==> src/rtl/assert_macros.svh <==
// ----------------------------------------------------------------------------
// Assertion macros
// Shared concurrent-check wrappers, clocked on clk and held off by rst_n.
// ----------------------------------------------------------------------------
`ifndef ASSERT_MACROS_SVH
`define ASSERT_MACROS_SVH

// Property that must hold at every rising edge outside reset.
`define BTS_ASSERT(label, prop, msg) \
    label: assert property (@(posedge clk) disable iff (!rst_n) prop) \
        else $error(msg);

// Condition that must never be seen at a rising edge outside reset.
`define BTS_NEVER(label, cond, msg) \
    label: assert property (@(posedge clk) disable iff (!rst_n) !(cond)) \
        else $error(msg);

`endif

==> src/rtl/bts_pkg.sv <==
// ----------------------------------------------------------------------------
// bts_pkg
// Constants, item types and register codes of the bilinear texture sampler.
// ----------------------------------------------------------------------------
`timescale 1ns / 1ps

package bts_pkg;

    // Texel store geometry
    localparam int MAX_COLUMNS = 256;
    localparam int MAX_ROWS    = 256;
    localparam int STORE_DEPTH = MAX_COLUMNS * MAX_ROWS;
    localparam int ADDR_W      = $clog2(STORE_DEPTH);

    // Field widths
    localparam int IDX_W     = 8;              // column / row index fields
    localparam int COORD_W   = 18;             // signed Q2.16
    localparam int FRAC_W    = 16;
    localparam int UNIT_W    = FRAC_W + 1;     // clamped coordinate 0..1.0
    localparam int CHAN_W    = 8;
    localparam int NUM_CH    = 3;
    localparam int NUM_TAPS  = 4;
    localparam int TEXEL_W   = NUM_CH * CHAN_W;
    localparam int WEIGHT_W  = 2 * FRAC_W + 1; // Q1.32 weight, up to 1.0
    localparam int OUT_SHIFT = 2 * FRAC_W - CHAN_W;
    localparam int ACC_W     = 2 * FRAC_W + CHAN_W;
    localparam int OUT_W     = 16;

    localparam logic [UNIT_W-1:0] ONE_Q16    = UNIT_W'(1) << FRAC_W;
    localparam logic [OUT_W-1:0]  FULL_SCALE = OUT_W'(8'hFF) << CHAN_W;
    localparam logic [ACC_W-1:0]  ROUND_BIAS = ACC_W'(1) << (OUT_SHIFT - 1);

    // Stream widths
    localparam int S_TDATA_W = 80;
    localparam int M_TDATA_W = NUM_CH * OUT_W;

    // Operation codes
    localparam logic OP_WRITE  = 1'b0;
    localparam logic OP_SAMPLE = 1'b1;

    // Configuration register indexes
    localparam int CFG_IDX_W = 2;
    localparam logic [CFG_IDX_W-1:0] REG_LAST_COLUMN     = 2'd0;
    localparam logic [CFG_IDX_W-1:0] REG_LAST_ROW        = 2'd1;
    localparam logic [CFG_IDX_W-1:0] REG_TEXTURE_PRESENT = 2'd2;

    // Result queue
    localparam int RES_PTR_W = 3;
    localparam int RES_DEPTH = 1 << RES_PTR_W;
    localparam int RES_CNT_W = RES_PTR_W + 1;

    // Input item as unpacked from the stream
    typedef struct packed {
        logic                     op;
        logic [IDX_W-1:0]         col;
        logic [IDX_W-1:0]         row;
        logic [TEXEL_W-1:0]       texel;
        logic signed [COORD_W-1:0] u;
        logic signed [COORD_W-1:0] v;
    } bts_item_t;

    // Store request: a texel write or a sample's base corner and fractions
    typedef struct packed {
        logic               op;
        logic               present;
        logic [IDX_W-1:0]   col;
        logic [IDX_W-1:0]   row;
        logic [IDX_W-1:0]   lc;
        logic [IDX_W-1:0]   lr;
        logic [TEXEL_W-1:0] texel;
        logic [FRAC_W-1:0]  du;
        logic [FRAC_W-1:0]  dv;
    } bts_req_t;

    // Four neighbour texels, order c00, c10, c01, c11
    typedef struct packed {
        logic                             valid;
        logic                             present;
        logic [FRAC_W-1:0]                du;
        logic [FRAC_W-1:0]                dv;
        logic [NUM_TAPS-1:0][TEXEL_W-1:0] texel;
    } bts_quad_t;

    typedef struct packed {
        logic [OUT_W-1:0] red;
        logic [OUT_W-1:0] green;
        logic [OUT_W-1:0] blue;
    } bts_result_t;

endpackage

==> src/rtl/bts_coord.sv <==
// ----------------------------------------------------------------------------
// bts_coord
// Input register, coordinate clamp and scaling to base corner and fractions.
// ----------------------------------------------------------------------------
`timescale 1ns / 1ps

module bts_coord
    import bts_pkg::*;
(
    input  logic      clk,
    input  logic      rst_n,
    input  logic      in_valid,
    input  bts_item_t in_item,
    output logic      in_ready,
    input  logic [IDX_W-1:0] lc,
    input  logic [IDX_W-1:0] lr,
    input  logic      present,
    output logic      req_valid,
    output bts_req_t  req,
    input  logic      req_ready
);

    localparam int PROD_W = UNIT_W + IDX_W;

    logic      s0_valid_reg, s0_valid_next;
    bts_item_t s0_item_reg;
    logic      s1_valid_reg, s1_valid_next;
    bts_req_t  s1_req_reg, s1_req_next;
    logic      s0_load, s1_load;
    logic [UNIT_W-1:0] u_clamp, v_flip;
    logic [PROD_W-1:0] u_scaled, v_scaled;

    // Clamp signed Q2.16 to 0..1.0
    function automatic logic [UNIT_W-1:0] clamp_coord(input logic [COORD_W-1:0] raw);
        logic [UNIT_W-1:0] mag;
        mag = raw[UNIT_W-1:0];
        if (raw[COORD_W-1])
            return '0;
        else if (mag > ONE_Q16)
            return ONE_Q16;
        else
            return mag;
    endfunction

    // Stage advance
    assign s1_load  = !s1_valid_reg || req_ready;
    assign s0_load  = !s0_valid_reg || s1_load;
    assign in_ready = s0_load;

    assign s0_valid_next = s0_load ? in_valid : s0_valid_reg;
    assign s1_valid_next = s1_load ? s0_valid_reg : s1_valid_reg;

    // Scale clamped coordinates by the last index
    always_comb
    begin
        u_clamp  = clamp_coord(s0_item_reg.u);
        v_flip   = ONE_Q16 - clamp_coord(s0_item_reg.v);
        u_scaled = PROD_W'(u_clamp) * PROD_W'(lc);
        v_scaled = PROD_W'(v_flip) * PROD_W'(lr);

        s1_req_next.op      = s0_item_reg.op;
        s1_req_next.present = present;
        s1_req_next.lc      = lc;
        s1_req_next.lr      = lr;
        s1_req_next.texel   = s0_item_reg.texel;
        s1_req_next.du      = u_scaled[FRAC_W-1:0];
        s1_req_next.dv      = v_scaled[FRAC_W-1:0];
        if (s0_item_reg.op == OP_WRITE)
        begin
            s1_req_next.col = s0_item_reg.col;
            s1_req_next.row = s0_item_reg.row;
        end
        else
        begin
            s1_req_next.col = u_scaled[FRAC_W +: IDX_W];
            s1_req_next.row = v_scaled[FRAC_W +: IDX_W];
        end
    end

    // Control
    always_ff @(posedge clk or negedge rst_n)
    begin
        if (!rst_n)
        begin
            s0_valid_reg <= 1'b0;
            s1_valid_reg <= 1'b0;
        end
        else
        begin
            s0_valid_reg <= s0_valid_next;
            s1_valid_reg <= s1_valid_next;
        end
    end

    // Payload
    always_ff @(posedge clk)
    begin
        if (s0_load)
            s0_item_reg <= in_item;
        if (s1_load)
            s1_req_reg <= s1_req_next;
    end

    assign req_valid = s1_valid_reg;
    assign req       = s1_req_reg;

endmodule

==> config.mk <==
export PLATFORM = sky130hd
export DESIGN_NAME = bts_coord
export DESIGN_NICKNAME = d
export VERILOG_FILES = /design/src/rtl/assert_macros.svh /design/src/rtl/bts_pkg.sv /design/src/rtl/bts_coord.sv
export SDC_FILE = /design/constraint.sdc
export NUM_CORES = 1
export LEC_CHECK = 0
export ABC_AREA = 1
export ABC_CLOCK_PERIOD_IN_PS = 6290
export BUFFER_PORTS_ARGS = -buffer_cell sky130_fd_sc_hd__buf_2
export CAP_MARGIN = 40
export CORE_ASPECT_RATIO = 0.8
export CORE_MARGIN = 1.5
export CORE_UTILIZATION = 27
export CTS_CLUSTER_SIZE = 28
export DETAILED_ROUTE_END_ITERATION = 12
export PLACE_DENSITY_LB_ADDON = 0.12
export RECOVER_POWER = 50
export SLEW_MARGIN = 30
export SYNTH_ARGS = -nofsm -noshare
export SYNTH_HDL_FRONTEND = slang
export SYNTH_SLANG_ARGS = --single-unit
export TNS_END_PERCENT = 5
==> constraint.sdc <==
create_clock -name clk -period 6.29 [get_ports clk]
set_clock_uncertainty 0.05 [all_clocks]
set_input_delay 0.9435 -clock clk [delete_from_list [all_inputs] [get_ports clk]]
set_output_delay 0.9435 -clock clk [all_outputs]
set_load 0.02 [all_outputs]
## After elaboration in Yosys (flattened, before gate mapping)

Cells that the tools add are included.

- Register bits after elaboration: 169
- Latch bits: 0
- Bits in writable memories: 0
- Bits in read-only memories: 0
- Output and inout bits: 92
- Memories: 0

- $add $sub $neg: 1
- Multipliers: 2
- Div/mod/pow operators: 0
- Order comparisons: 2
- Equality and inequality tests: 0
- Shift operators: 0
- Multiplexer cells: 5
- Bitwise logic cells: 0
- Reduce and logical (&&, ||, !) cells: 4

Operator list:

| cell | count |
|---|---|
| two-way mux 17 bit | 4 |
| multiplier 17 x 8 -> 24 bit | 2 |
| greater-than comparator 17 bit (second input constant) | 2 |
| subtractor 17 bit (first input constant) | 1 |
| two-way mux 16 bit | 1 |
| logical NOT 1 bit | 2 |
| logical OR 1 bit | 2 |

## Logic depth before layout (Yosys ltp)

- Depth after elaboration: 6
- Depth in mapped cells: 36
- Gate-level depth less buffers: 35

## Worst setup path before layout

No wires, ideal clock.

- Path kind: register to register
- Start: register s0_item_reg[8] (netlist name)
- End: register s1_req_reg (netlist bit req[75]), data pin
- Setup time: 0.254 ns
- Arrival time: 5.691 ns
- Required time: 5.986 ns
- Slack: 0.295 ns
- Cell stages (with the launch flop): 34
- Cell sequence: edfxtp_1 nor2_1 nand2_1 nor2_1 nand2_2 nand2_4 nand2_4 buf_6 nor2_1 clkinv_1 ha_1 nand3_2 nor2_1 nand2_1 xor2_2 nand2_1 fa_1 inv_1 fa_1 fa_1 inv_1 fa_1 inv_1 ha_1 a21oi_1 o21ai_0 a21o_1 a21oi_1 o21ai_1 nand3_1 nand2_1 or2_1 nand3_1 nand2_1

RTL lines:

| element | line | source |
|---|---|---|
| from (decl) | bts_coord.sv:26 | `bts_item_t s0_item_reg;` |
| from (signal assigned) | bts_coord.sv:99 | `s0_item_reg <= in_item;` |
| to (signal assigned) | bts_coord.sv:101 | `s1_req_reg <= s1_req_next;` |
| to (decl) | bts_coord.sv:28 | `bts_req_t s1_req_reg, s1_req_next;` |

==> flow_summary_export.csv <==
group,metric,value,unit
outcome,outcome,"finished, violations left",
outcome,failed_checks,"capacitance limit, slew limit",
power_and_ir_drop,ir_drop,0.000475,V
sta,setup_slack,353,ps
grt,track_usage,15.4,%
setup_path,worst_path_max_delay_cell,"fa_1",
synth,synth_edf_count,167,
floorplanning,io_pins,190,
placed_design,dp.cells,2357,
clock_network,htreeDepth,4,
clock_network,clk_latency,500,ps
sta,max_freq,0.168,GHz
synth,synth-adder-area-share,32.7,%
synth,synth_area,14200,µm²
synth,async_flop_share,1.18,%
sta,slew_violations,80,
grt,antenna_found_initial,0,
synth,yosysSeqAreaShare,35.6,%
placed_design,placed_area,16300,µm²
setup_path,path_max_fanout,7,
power_and_ir_drop,powerDensity,467,nW/µm²
synth,synthSimpleGateAreaFrac,16.8,%
synth,syn_inst,1454,
cells_and_area,syn_to_final_growth,20.5,%
sta,worst_pin_slew,2100,ps
clock_network,numCtsBuffers,17,
cells_and_area,drive_gt1_share,19.9,%
route,wl_per_cell,16.6,µm
clock_network,cts_tree,"yes",
sta,setup_viol,0,
clock_network,cts_buffer_depth,2,
power_and_ir_drop,power_switching,3770,µW
cells_and_area,post_layout_nonfiller_instances,2399,
floorplanning,core_area,52300,µm²
cells_and_area,final_cell_mix,"inv_1 (273), nand2_1 (248), nor2_1 (209)",
placed_design,gp_congestion,0.848,
setup_path,startpoint_type,"flop",
setup_path,crit_path_end_kind,"flop",
clock_network,cts_root_buffer,"clkbuf_16",
setup_path,cp_slowest_stage_delay,540,ps
placed_design,port_buffers,189,
grt,overflow,0,
cells_and_area,largest_reg_flops,90,
synth,yosysWarnings,0,
route,via_count,10300,
route,totalWireLength,39700,µm
route,dr.pass1.iters,5,
clock_network,cts_num_sinks,169,
sta,rsz0062_at_grt,"true",
floorplanning,start_util,27.2,%
synth,synth_xor_xnor_area_share,2.41,%
power_and_ir_drop,seqPwrFrac,20.4,%
setup_path,cp.required,6470,ps
floorplanning,rows,75,
route,drc,0,
route,drtIter0Drc,602,
placed_design,dp_hpwl,32300,µm
setup_path,r2r_setup_slack,350,ps
synth,synthesis.nets,1817,
synth,muxShareOfSynthArea,0,%
sta,slew_headroom,-39.7,%
synth,synth_top_family_by_area,"adder cells",
cells_and_area,final_common_cell,"inv_1",
sta,period_minus_slack,5940,ps
grt,grt_start_max_net_pins,51,
grt,grt_pass1_vias,10900,
floorplanning,dieArea,54100,µm²
power_and_ir_drop,p_comb_share,65.8,%
sta,fin_crit_sh,94.4,%
power_and_ir_drop,p_leak,0.00795,µW
power_and_ir_drop,p_clk_share,13.8,%
sta,fin_setup_tns,0,ps
route,final_antenna_net_count,0,
synth,synth_compound_area_share,4.21,%
power_and_ir_drop,p_int,4230,µW
floorplanning,die_w,260,µm
floorplanning,die_h,208,µm
synth,dominantRegCellSynth,"edfxtp_1",
cells_and_area,nets,2056,
synth,syn_area_per_cell,9.78,µm²
synth,ys_types,48,
flow_run,maxCapViolCount,2,
setup_path,crit_type,"reg -> reg",
hold_path,hp-class,"in -> async",
grt,grt_pass1_wl,62500,µm
setup_path,crit_top_cell,"fa_1",
synth,ys_ff_latch,169,
route,vias_per_cell,4.30,
power_and_ir_drop,p_sw_share,47.2,%
placed_design,pre_cts_slack,30.1,ps
cells_and_area,fin_area,17100,µm²
setup_path,arrival,6120,ps
clock_network,clk_pin_slew_worst_paths,70,ps
cells_and_area,diodes,0,
sta,hold_viol,0,
-- metal layers --
layer,global-route usage [%],vias to the layer above,wire (µm)
met4,4.25,0,574
met1,23.1,4981,20600
met3,3.72,32,2110
li1,-,5051,-
met5,0,-,0
met2,21.8,241,16400
-- power groups by stage --
stage / combinational [µW] / sequential (µW) / clock, µW
2_1_floorplan: 3090 / 1830 / 0
3_3_place_gp: 4570 / 1660 / 0
3_5_place_dp: 4540 / 1660 / 0
4_1_cts: 4580 / 1640 / 1160
5_1_grt: 6030 / 1650 / 1190
6_report: 5260 / 1630 / 1110
-- layout make-up --
class	instances	area, µm²
clock buffer	18	429
clock inverter	14	175
fill	5494	35100
inverter	285	1070
multi-input combinational	976	8190
sequential	169	5060
tap	693	867
timing repair buffer	244	1330
-- metrics by stage --
step                      power [µW]  utilization (%)  hold WS, ps
after floorplan                 4920                -          350
after global placement          6230             31.2          351
after detailed placement        6200             31.2          355
after CTS                       7370             32.3          125
after global routing            8870             32.8          137
final                           8000             32.8          175
-- repair_timing --
| item | in CTS | in global routing |
|---|---|---|
| hold buffers | 0 | 0 |
| setup endpoints to repair | 1 | 16 |
| resized for setup | 0 | 60 |
| setup buffers | 1 | 9 |
| pin swaps | 0 | 6 |
-- logic make-up after synthesis --
logic type               count (synthesis)
buffers and inverters                  309
adder cells (fa/ha/maj)                265
flip-flops                             169
AND/OR/NAND/NOR                        571
AO/OA/AOI/OAI                          106
XOR/XNOR                                34
-- Yosys cell counts (13+ instances only) --
cell type,instances,share of area [%]
a21oi_1,43,1.5
inv_1,277,7.3
clkbuf_1,20,0.53
nor2_1,219,5.8
xor2_1,13,0.80
o21ai_0,30,1.1
nand2_1,255,6.7
fa_1,178,25
nand3_1,37,1.3
ha_1,87,7.7
edfxtp_1,167,35
xnor2_1,18,1.1
-- critical path, delay by kind of cell, from the launching register on --
family                     cells  cell delay (ps)
AOI/OAI and AO/OA              5              880
and+or+nand+nor               14             1590
buffers and inverters          4              280
DFF                            1              410
adders and majority gates      6             2490
-- worst paths after layout --
kind                                 start           end  cells past startpoint
max                        s0_item_reg[13]       req[72]                     29
min                                  rst_n  s0_valid_reg                      1
max reg2reg                s0_item_reg[13]       req[72]                     29
min reg2reg                s0_item_reg[55]       req[51]                      0
max in group asynchronous            rst_n     req_valid                      1
min in group clk           s0_item_reg[55]       req[51]                      0
No activity file was read; power rests on OpenSTA's default activity.
